### src/sv/bctc_pkg.sv
`default_nettype none
// ----------------------------------------------------------------------------
// Block cache tag controller package
// Shared widths, operation codes, status codes and sequencer states.
// ----------------------------------------------------------------------------
package bctc_pkg;

    // Fixed field widths of the request, response and configuration channels.
    localparam int MODE_W    = 2;
    localparam int LBA_W     = 48;
    localparam int SPAN_W    = 16;
    localparam int STATUS_W  = 2;
    localparam int WAY_W     = 6;
    localparam int CFG_IDX_W = 2;
    localparam int CFG_DAT_W = 48;

    // Defaults for the top level parameters.
    localparam int DEF_ENTRIES  = 64;
    localparam int DEF_LBA_BITS = 48;

    // Configuration register indexes.
    localparam logic [CFG_IDX_W-1:0] CFG_DEVICE_BLOCKS = 2'd0;
    localparam logic [CFG_IDX_W-1:0] CFG_CACHE_ENABLE  = 2'd1;

    typedef enum logic [MODE_W-1:0] {
        MODE_READ  = 2'd0,
        MODE_FILL  = 2'd1,
        MODE_WRITE = 2'd2,
        MODE_INVAL = 2'd3
    } t_mode;

    typedef enum logic [STATUS_W-1:0] {
        ST_DONE  = 2'd0,
        ST_RANGE = 2'd1,
        ST_EMPTY = 2'd2
    } t_status;

    typedef enum logic [2:0] {
        S_IDLE,
        S_CHECK,
        S_RANGE,
        S_SCAN,
        S_ALLOC,
        S_DONE
    } t_state;

endpackage : bctc_pkg
`default_nettype wire

### src/sv/bctc_if.sv
`default_nettype none
// ----------------------------------------------------------------------------
// Block cache tag controller channels
// Valid/ready channels for requests, responses and configuration writes.
// ----------------------------------------------------------------------------
interface bctc_req_if;
    import bctc_pkg::*;

    logic              valid;
    logic              ready;
    logic [MODE_W-1:0] mode;
    logic [LBA_W-1:0]  lba;
    logic [SPAN_W-1:0] span;

    modport source (output valid, output mode, output lba, output span, input ready);
    modport sink   (input valid, input mode, input lba, input span, output ready);
endinterface : bctc_req_if

interface bctc_rsp_if;
    import bctc_pkg::*;

    logic                valid;
    logic                ready;
    logic [STATUS_W-1:0] status;
    logic                hit;
    logic [WAY_W-1:0]    way;

    modport source (output valid, output status, output hit, output way, input ready);
    modport sink   (input valid, input status, input hit, input way, output ready);
endinterface : bctc_rsp_if

interface bctc_cfg_if;
    import bctc_pkg::*;

    logic                 valid;
    logic                 ready;
    logic [CFG_IDX_W-1:0] index;
    logic [CFG_DAT_W-1:0] data;

    modport source (output valid, output index, output data, input ready);
    modport sink   (input valid, input index, input data, output ready);
endinterface : bctc_cfg_if
`default_nettype wire

### src/sv/block_cache_tag_controller.sv
`default_nettype none
// ----------------------------------------------------------------------------
// Block cache tag controller
// Tag store of a fully associative block cache with round-robin replacement:
// read and write lookup, fill after a device read and invalidate all.
// ----------------------------------------------------------------------------
//
//  Channel   Dir  Payload                         Transfer when
//  i_req     in   mode, lba, span                 i_req.valid & i_req.ready
//  o_rsp     out  status, hit, way                o_rsp.valid & o_rsp.ready
//  i_cfg     in   index, data (device_blocks,     i_cfg.valid & i_cfg.ready
//                 cache_enable)
//
// Sequencing: one request is handled at a time. The tags sit in a single-port
// memory and one comparator walks it, one entry per cycle, lowest index
// first, stopping at the first valid match. Invalidate and the early
// exits (empty request, out of range, cache disabled) skip the scan.
// Reset: i_rst_n is synchronous and active low; it clears all valid bits,
// the replacement pointer and the configuration (device_blocks 0,
// cache_enable 1). The tag memory itself is not cleared.
// Stalls: the response sits in an output register, so the next request is
// taken while a response still waits; a finished lookup waits only if the
// output register is still full. The configuration port is always ready.
//
module block_cache_tag_controller #(
    parameter int ENTRIES  = bctc_pkg::DEF_ENTRIES,
    parameter int LBA_BITS = bctc_pkg::DEF_LBA_BITS
) (
    input  wire          i_clk,
    input  wire          i_rst_n,
    bctc_req_if.sink     i_req,
    bctc_rsp_if.source   o_rsp,
    bctc_cfg_if.sink     i_cfg
);
    import bctc_pkg::*;

    // Index width of the entry array and width of a stored tag. Only the low
    // LBA_BITS bits of a block address take part, and never more than the
    // channel carries.
    localparam int IDX_W    = (ENTRIES > 1) ? $clog2(ENTRIES) : 1;
    localparam int TAG_BITS = (LBA_BITS < LBA_W) ? LBA_BITS : LBA_W;
    localparam logic [LBA_W-1:0] LBA_MASK = LBA_W'((65'd1 << TAG_BITS) - 65'd1);
    localparam logic [IDX_W-1:0] LAST_IDX = IDX_W'(ENTRIES - 1);

    // Sequencer state.
    t_state r_state, n_state;

    // Configuration registers.
    logic [LBA_W-1:0] r_dev;
    logic             r_en;

    // Latched request.
    t_mode             r_mode,  n_mode;
    logic [LBA_W-1:0]  r_lba,   n_lba;
    logic [SPAN_W-1:0] r_span,  n_span;

    // Range check results.
    logic              r_borrow, n_borrow;
    logic [LBA_W-1:0]  r_room,   n_room;

    // Entry state.
    logic [ENTRIES-1:0] r_valid, n_valid;
    logic [IDX_W-1:0]   r_ptr,   n_ptr;
    logic [TAG_BITS-1:0] r_tag_mem [ENTRIES];

    // Scan pipeline: read address, issue done flag, and the entry whose tag
    // is in the read data register.
    logic [IDX_W-1:0]    r_idx,       n_idx;
    logic                r_issue_end, n_issue_end;
    logic                r_pend,      n_pend;
    logic [IDX_W-1:0]    r_pend_idx,  n_pend_idx;
    logic [TAG_BITS-1:0] r_rd_tag;

    // Result under construction and output register.
    t_status          r_res_status, n_res_status;
    logic             r_res_hit,    n_res_hit;
    logic [WAY_W-1:0] r_res_way,    n_res_way;
    logic             r_out_valid,  n_out_valid;
    t_status          r_out_status, n_out_status;
    logic             r_out_hit,    n_out_hit;
    logic [WAY_W-1:0] r_out_way,    n_out_way;

    logic w_req_xfer;
    logic w_out_free;
    logic w_match;
    logic w_last;
    logic w_oor;
    logic [IDX_W+WAY_W-1:0] w_pend_way_x;
    logic [IDX_W+WAY_W-1:0] w_ptr_way_x;
    logic [LBA_W:0]         w_diff;

    assign i_req.ready  = (r_state == S_IDLE);
    assign i_cfg.ready  = 1'b1;
    assign o_rsp.valid  = r_out_valid;
    assign o_rsp.status = r_out_status;
    assign o_rsp.hit    = r_out_hit;
    assign o_rsp.way    = r_out_way;

    assign w_req_xfer = i_req.valid && i_req.ready;
    assign w_out_free = !r_out_valid || o_rsp.ready;

    // The shared comparator: tag of the entry read last cycle against the
    // requested address, gated by that entry's valid bit.
    assign w_match = r_pend && r_valid[r_pend_idx] && (r_rd_tag == r_lba[TAG_BITS-1:0]);
    assign w_last  = r_pend && (r_pend_idx == LAST_IDX);

    // The way field is the low bits of the entry index.
    assign w_pend_way_x = {{WAY_W{1'b0}}, r_pend_idx};
    assign w_ptr_way_x  = {{WAY_W{1'b0}}, r_ptr};

    // Room left on the device from the address on; a borrow means the
    // address lies beyond the last block.
    assign w_diff = {1'b0, r_dev} - {1'b0, r_lba};
    // An address equal to device_blocks leaves no room, so any non-empty
    // span fails as it should.
    assign w_oor  = r_borrow || ({{(LBA_W-SPAN_W){1'b0}}, r_span} > r_room);

    // Next state.
    always_comb begin
        n_state = r_state;
        unique case (r_state)
            S_IDLE: begin
                if (w_req_xfer) begin
                    unique case (t_mode'(i_req.mode))
                        MODE_INVAL: n_state = S_DONE;
                        MODE_FILL:  n_state = r_en ? S_SCAN : S_DONE;
                        MODE_READ, MODE_WRITE: begin
                            n_state = (i_req.span == '0) ? S_DONE : S_CHECK;
                        end
                    endcase
                end
            end
            S_CHECK: n_state = S_RANGE;
            S_RANGE: n_state = (w_oor || !r_en) ? S_DONE : S_SCAN;
            S_SCAN: begin
                if (w_match) begin
                    n_state = S_DONE;
                end else if (w_last) begin
                    n_state = (r_mode == MODE_FILL) ? S_ALLOC : S_DONE;
                end
            end
            S_ALLOC: n_state = S_DONE;
            S_DONE: begin
                if (w_out_free) begin
                    n_state = S_IDLE;
                end
            end
            default: n_state = S_IDLE;
        endcase
    end

    // Datapath and outputs.
    always_comb begin
        n_mode       = r_mode;
        n_lba        = r_lba;
        n_span       = r_span;
        n_borrow     = r_borrow;
        n_room       = r_room;
        n_valid      = r_valid;
        n_ptr        = r_ptr;
        n_idx        = '0;
        n_issue_end  = 1'b0;
        n_pend       = 1'b0;
        n_pend_idx   = r_pend_idx;
        n_res_status = r_res_status;
        n_res_hit    = r_res_hit;
        n_res_way    = r_res_way;
        n_out_valid  = r_out_valid && !o_rsp.ready;
        n_out_status = r_out_status;
        n_out_hit    = r_out_hit;
        n_out_way    = r_out_way;

        unique case (r_state)
            S_IDLE: begin
                if (w_req_xfer) begin
                    n_mode       = t_mode'(i_req.mode);
                    n_lba        = i_req.lba & LBA_MASK;
                    n_span       = i_req.span;
                    n_res_status = ST_DONE;
                    n_res_hit    = 1'b0;
                    n_res_way    = '0;
                    unique case (t_mode'(i_req.mode))
                        MODE_INVAL: begin
                            n_valid = '0;
                            n_ptr   = '0;
                        end
                        MODE_FILL: begin
                        end
                        MODE_READ, MODE_WRITE: begin
                            if (i_req.span == '0) begin
                                n_res_status = ST_EMPTY;
                            end
                        end
                    endcase
                end
            end
            S_CHECK: begin
                n_borrow = w_diff[LBA_W];
                n_room   = w_diff[LBA_W-1:0];
            end
            S_RANGE: begin
                if (w_oor) begin
                    n_res_status = ST_RANGE;
                end
            end
            S_SCAN: begin
                // Issue one tag read per cycle until the last entry.
                n_idx       = r_idx;
                n_issue_end = r_issue_end;
                if (!r_issue_end) begin
                    n_pend     = 1'b1;
                    n_pend_idx = r_idx;
                    if (r_idx == LAST_IDX) begin
                        n_issue_end = 1'b1;
                    end else begin
                        n_idx = r_idx + 1'b1;
                    end
                end
                if (w_match) begin
                    n_res_hit = 1'b1;
                    n_res_way = w_pend_way_x[WAY_W-1:0];
                end
            end
            S_ALLOC: begin
                n_valid[r_ptr] = 1'b1;
                n_ptr          = (r_ptr == LAST_IDX) ? '0 : r_ptr + 1'b1;
                n_res_way      = w_ptr_way_x[WAY_W-1:0];
            end
            S_DONE: begin
                if (w_out_free) begin
                    n_out_valid  = 1'b1;
                    n_out_status = r_res_status;
                    n_out_hit    = r_res_hit;
                    n_out_way    = r_res_way;
                end
            end
            default: begin
            end
        endcase
    end

    // Control registers.
    always_ff @(posedge i_clk) begin
        if (!i_rst_n) begin
            r_state     <= S_IDLE;
            r_dev       <= '0;
            r_en        <= 1'b1;
            r_valid     <= '0;
            r_ptr       <= '0;
            r_idx       <= '0;
            r_issue_end <= 1'b0;
            r_pend      <= 1'b0;
            r_out_valid <= 1'b0;
        end else begin
            r_state     <= n_state;
            r_valid     <= n_valid;
            r_ptr       <= n_ptr;
            r_idx       <= n_idx;
            r_issue_end <= n_issue_end;
            r_pend      <= n_pend;
            r_out_valid <= n_out_valid;
            if (i_cfg.valid && i_cfg.ready) begin
                unique case (i_cfg.index)
                    CFG_DEVICE_BLOCKS: r_dev <= i_cfg.data[LBA_W-1:0];
                    CFG_CACHE_ENABLE:  r_en  <= i_cfg.data[0];
                    default: begin
                    end
                endcase
            end
        end
    end

    // Payload registers.
    always_ff @(posedge i_clk) begin
        r_mode       <= n_mode;
        r_lba        <= n_lba;
        r_span       <= n_span;
        r_borrow     <= n_borrow;
        r_room       <= n_room;
        r_pend_idx   <= n_pend_idx;
        r_res_status <= n_res_status;
        r_res_hit    <= n_res_hit;
        r_res_way    <= n_res_way;
        r_out_status <= n_out_status;
        r_out_hit    <= n_out_hit;
        r_out_way    <= n_out_way;
    end

    // Tag memory: one write on allocation, one registered read per scan step.
    always_ff @(posedge i_clk) begin
        if (r_state == S_ALLOC) begin
            r_tag_mem[r_ptr] <= r_lba[TAG_BITS-1:0];
        end
        if ((r_state == S_SCAN) && !r_issue_end) begin
            r_rd_tag <= r_tag_mem[r_idx];
        end
    end

endmodule : block_cache_tag_controller
`default_nettype wire
### src/flat_wrapper.sv
// flat-port wrapper written by rule: the top's interface ports become plain ports
module block_cache_tag_controller_flat import bctc_pkg::*;
#(
    parameter int ENTRIES  = bctc_pkg::DEF_ENTRIES,
    parameter int LBA_BITS = bctc_pkg::DEF_LBA_BITS
)
  (i_clk, i_rst_n, i_req_valid, i_req_mode, i_req_lba, i_req_span, i_req_ready, o_rsp_valid, o_rsp_status, o_rsp_hit, o_rsp_way, o_rsp_ready, i_cfg_valid, i_cfg_index, i_cfg_data, i_cfg_ready);
  bctc_req_if i_req_i ();
  bctc_rsp_if o_rsp_i ();
  bctc_cfg_if i_cfg_i ();
  input  wire i_clk;
  input  wire i_rst_n;
  input wire logic [$bits(i_req_i.valid)-1:0] i_req_valid;
  input wire logic [$bits(i_req_i.mode)-1:0] i_req_mode;
  input wire logic [$bits(i_req_i.lba)-1:0] i_req_lba;
  input wire logic [$bits(i_req_i.span)-1:0] i_req_span;
  output wire logic [$bits(i_req_i.ready)-1:0] i_req_ready;
  output wire logic [$bits(o_rsp_i.valid)-1:0] o_rsp_valid;
  output wire logic [$bits(o_rsp_i.status)-1:0] o_rsp_status;
  output wire logic [$bits(o_rsp_i.hit)-1:0] o_rsp_hit;
  output wire logic [$bits(o_rsp_i.way)-1:0] o_rsp_way;
  input wire logic [$bits(o_rsp_i.ready)-1:0] o_rsp_ready;
  input wire logic [$bits(i_cfg_i.valid)-1:0] i_cfg_valid;
  input wire logic [$bits(i_cfg_i.index)-1:0] i_cfg_index;
  input wire logic [$bits(i_cfg_i.data)-1:0] i_cfg_data;
  output wire logic [$bits(i_cfg_i.ready)-1:0] i_cfg_ready;
  assign i_req_i.valid = i_req_valid;
  assign i_req_i.mode = i_req_mode;
  assign i_req_i.lba = i_req_lba;
  assign i_req_i.span = i_req_span;
  assign i_req_ready = i_req_i.ready;
  assign o_rsp_valid = o_rsp_i.valid;
  assign o_rsp_status = o_rsp_i.status;
  assign o_rsp_hit = o_rsp_i.hit;
  assign o_rsp_way = o_rsp_i.way;
  assign o_rsp_i.ready = o_rsp_ready;
  assign i_cfg_i.valid = i_cfg_valid;
  assign i_cfg_i.index = i_cfg_index;
  assign i_cfg_i.data = i_cfg_data;
  assign i_cfg_ready = i_cfg_i.ready;
  block_cache_tag_controller #(.ENTRIES(ENTRIES), .LBA_BITS(LBA_BITS)) u_core (.i_clk(i_clk), .i_rst_n(i_rst_n), .i_req(i_req_i), .o_rsp(o_rsp_i), .i_cfg(i_cfg_i));
endmodule
### config.mk
export PLATFORM = sky130hd
export DESIGN_NAME = block_cache_tag_controller_flat
export DESIGN_NICKNAME = d
export VERILOG_FILES = /design/src/sv/bctc_pkg.sv /design/src/sv/bctc_if.sv /design/src/sv/block_cache_tag_controller.sv /design/src/flat_wrapper.sv
export SDC_FILE = /design/constraint.sdc
export NUM_CORES = 2
export LEC_CHECK = 0
export BUFFER_PORTS_ARGS = -buffer_cell sky130_fd_sc_hd__buf_4
export CAP_MARGIN = 40
export CORE_ASPECT_RATIO = 0.7
export CORE_UTILIZATION = 60
export CTS_CLUSTER_SIZE = 12
export DETAILED_ROUTE_END_ITERATION = 8
export PLACE_DENSITY = 0.76
export REMOVE_ABC_BUFFERS = 1
export SKIP_LAST_GASP = 1
export SLEW_MARGIN = 40
export SYNTH_ARGS = -nofsm -noshare
export SYNTH_HDL_FRONTEND = slang
export SYNTH_SLANG_ARGS = --single-unit
export TNS_END_PERCENT = 1
### constraint.sdc
create_clock -name i_clk -period 5.8 [get_ports i_clk]
set_input_delay 0.58 -clock i_clk [delete_from_list [all_inputs] [get_ports i_clk]]
set_output_delay 0.58 -clock i_clk [all_outputs]
set_load 0.005 [all_outputs]
==> flow_summary_export.csv <==
group,metric,value,unit
clock_tree,clock_path_buffers,4,
die,initial_utilization,60.4,%
clock_tree,htree_levels,5,
min_path,hold_class,"in -> reg",
logic_synthesis,synthXorXnorAreaFrac,0.634,%
die,die_h,393,µm
drt,wl_per_cell,42.1,µm
logic_synthesis,synth_edf_count,3259,
status,status,"finished, final reports clean",
final_layout,area_growth,12.9,%
power,swShare,21.3,%
worst_setup_path,crit_type,"reg -> reg",
logic_synthesis,synth_top_family_by_area,"multiplexers",
worst_setup_path,reg2reg_from,"u_core.r_ptr[4]",
sta,rsz0062_at_grt,"no",
placed_design,post-place-ws,1.97,ns
placed_design,hpwl,201,mm
logic_synthesis,synth_compound_area_share,1.57,%
grt,track_usage,35.9,%
worst_setup_path,ff2ff_setup_slack,1.81,ns
grt,antenna_found_initial,18,
power,max-vdd-ir-drop,0.000282,V
drt,drtIter0Drc,12400,
logic_synthesis,synth.yosys.seq_area_share,76.6,%
worst_setup_path,endpoint_kind,"flop",
logic_synthesis,yosys.area_share.simple,1.65,%
grt,grt_pass1_wl,536,mm
logic_synthesis,avgSynthCellArea,22.8,µm²
logic_synthesis,ys_async_sr_fraction,0,%
logic_synthesis,synthCells,5759,
sta,fin_setup_tns,0,ns
placed_design,gp_congestion,0.945,
drt,routed_wl,391,mm
final_layout,drive_above_1_share,29.6,%
drt,route.detailed.drc,0,
die,num_rows,143,
clock_tree,clock_latency,0.90,ns
power,p_comb_share,4.6,%
drt,first_pass_iters,5,
sta,final.setup.worst_slack,1.81,ns
min_path,min_from,"i_cfg_data[14]",
drt,drtAntennaViolNets,0,
clock_tree,clock-sinks,3390,
grt,gr-total-overflow,0,
logic_synthesis,ys_types,66,
logic_synthesis,ys_ff_latch,3390,
grt,grt_max_degree,142,
die,die_x,561,µm
final_layout,finalNetCount,6474,
final_layout,postLayoutCellArea,148000,µm²
sta,max_slew.worst_pin.slew,0.938,ns
logic_synthesis,synth_ff_type,"edfxtp_1",
power,switchingPower,10.5,mW
power,pwr-share-seq,56.0,%
sta,max_freq,251,MHz
placed_design,portBuffers,131,
logic_synthesis,ys_warn_count,0,
grt,grt_pass1_vias,67800,
min_path,holdPathEnd,"u_core.r_dev[14]",
worst_setup_path,cp-start-kind,"flop",
power,internal_power,38.8,mW
sta,final-setup-viol-count,0,
die,die-area,220000,µm²
logic_synthesis,synthAdderAreaFrac,0.645,%
clock_tree,clockRootBuffer,"clkbuf_16",
die,core,217000,µm²
sta,slew_violations,0,
die,boundaryPins,133,
drt,viasPerCell,7.41,
worst_setup_path,cp_max_fo,20,
sta,min_period_over_period,68.7,%
sta,fin_skew,0.0665,ns
sta,finalHoldViolCount,0,
clock_tree,cts_buffers,330,
worst_setup_path,ff2ff_path_depth,5,
worst_setup_path,rr_endpoint,"u_core.r_tag_mem[28][1]",
placed_design,post_dp_cell_area,138000,µm²
clock_tree,ctsResizeCount,0,
power,pwr-share-clk,39.3,%
final_layout,utilization,68.2,%
min_path,holdPathStages,3,
worst_setup_path,crit_required,6.28,ns
clock_tree,cts_tree,"done",
sta,relSlewSlack,37.5,%
drt,num_vias,68700,
sta,period_minus_slack,3.99,ns
run,drv_cap,0,
power,p_leak,45.4,nW
logic_synthesis,muxShareOfSynthArea,17.7,%
worst_setup_path,critical_path_arrival,4.46,ns
logic_synthesis,netlist_area,131000,µm²
clock_tree,clkTransAtPathRegs,0.06,ns
power,p_per_area,333,nW/µm²
sta,worst_hold_slack,0.0266,ns
[power groups by stage]
stage / registers [mW] / logic, mW / clock network [mW]
floorplan: 28.5 / 1.29 / 0
global placement: 28.2 / 2.04 / 0
detailed placement: 28.2 / 2.14 / 0
CTS: 27.6 / 2.21 / 19.5
global route: 27.6 / 2.38 / 20.3
finish: 27.6 / 2.29 / 19.4
[metrics by stage]
step / power, mW / std cells
2_1_floorplan: 29.8 / 5474
3_3_place_gp: 30.2 / 8736
3_5_place_dp: 30.3 / 8768
4_1_cts: 49.3 / 9267
5_1_grt: 50.3 / 9274
6_report: 49.3 / 9276
[critical path, cell delays in order (launching register included)]
cell      delay, ns
dfxtp_1        0.55
nand2b_1       0.20
nor2_1         0.52
nand2_1        0.67
nor2_4         0.91
buf_4          0.66
[sequential cells by signal, summed over array words and instances (netlist names), 2 cells and up]
| name | count |
|---|---|
| u_core.r_state | 3 |
| u_core.r_valid | 64 |
| u_core.r_mode | 2 |
| u_core.r_res_status | 2 |
| u_core.r_span | 16 |
| u_core.o_rsp.status | 2 |
| u_core.r_res_way | 6 |
| u_core.r_lba | 48 |
| u_core.r_rd_tag | 48 |
| u_core.r_pend_idx | 6 |
| u_core.o_rsp.way | 6 |
| u_core.r_ptr | 6 |
| u_core.r_tag_mem | 3072 |
| u_core.r_idx | 6 |
| u_core.r_dev | 48 |
| u_core.r_room | 48 |
[cell usage after synthesis (4+ instances only)]
cell,count,share of area (%)
nand2b_1,10,0.048
nand3b_1,6,0.034
nand4_1,25,0.12
nor4_1,21,0.10
dfxtp_1,131,2.0
mux2i_1,4,0.031
ha_1,66,0.63
nand2_1,144,0.41
o21bai_1,8,0.046
a31oi_1,12,0.057
o21ai_0,34,0.13
a21boi_0,56,0.32
o211ai_1,9,0.052
a221oi_1,4,0.027
xnor2_1,57,0.38
and4_1,4,0.027
a22o_1,6,0.040
a21oi_1,117,0.45
buf_2,53,0.20
edfxtp_1,3259,75
nand3_1,13,0.050
clkbuf_1,184,0.53
buf_1,22,0.063
a21o_1,23,0.13
o21a_1,10,0.057
mux4_2,1028,18
nor2_1,200,0.57
buf_4,23,0.13
or3b_2,5,0.033
nor3_1,10,0.038
or3_1,7,0.033
nor2b_1,13,0.062
a211oi_1,9,0.052
inv_1,85,0.24
and3_1,9,0.043
xor2_1,38,0.25
and2_1,6,0.029
a2111oi_0,4,0.027
[routing by layer]
layer  track usage [%]  wire (µm)  share of wire [%]
met2              54.0     178000                 46
met4              19.6      25100                6.4
met5                 0        155              0.040
met3              9.50      56000                 14
met1              48.7     131000                 34
[how the worst max path moves through the flow]
stage               cells after the start                       to  slack, ns              from
floorplan                               0     u_core.r_pend_idx[0]     -29.26   u_core.r_idx[0]
global placement                        8      u_core.r_res_way[1]       1.86  u_core.r_lba[20]
detailed placement                      5  u_core.r_tag_mem[32][1]       1.97   u_core.r_ptr[5]
CTS                                     5  u_core.r_tag_mem[32][1]       1.91   u_core.r_ptr[5]
global route                           12        u_core.r_room[46]       1.57   u_core.r_lba[1]
finish                                  5  u_core.r_tag_mem[28][1]       1.81   u_core.r_ptr[4]
[placed cells by master, fill, tap and decap left out, types with 25 or more instances in the layout]
cell type,count
a21boi_0,56
a21oi_1,117
buf_12,56
buf_4,301
clkbuf_1,54
clkbuf_16,337
dfxtp_1,125
dlygate4sd3_1,79
edfxtp_1,3259
ha_1,66
inv_1,84
mux4_2,1028
nand2_1,142
nand4_1,25
nor2_1,134
nor2_4,64
o21ai_0,33
xnor2_1,56
xor2_1,38
[cell families (layout without fill, tap and decap cells)]
group	count (synthesis)	count (layout)
AO/OA/AOI/OAI	321	321
XOR/XNOR	95	95
multiplexers	1032	1032
adder cells (fa/ha/maj)	67	67
other	1	3
AND/OR/NAND/NOR	482	482
flip-flops	3390	3390
buffers and inverters	371	986
[area by class of cell]
class,count,area (µm²)
timing repair buffer,480,4970
tap,2900,3630
fill,12600,68900
clock buffer,393,8650
multi-input combinational,1998,29700
antenna,2,5.00
inverter,86,325
clock inverter,27,367
sequential,3390,101000
[timing repair]
item                      in CTS  in global routing
buffers inserted               0                  0
hold endpoints to repair      79                  0
hold buffers                  79                  0
(Power assumes the default switching activity.)
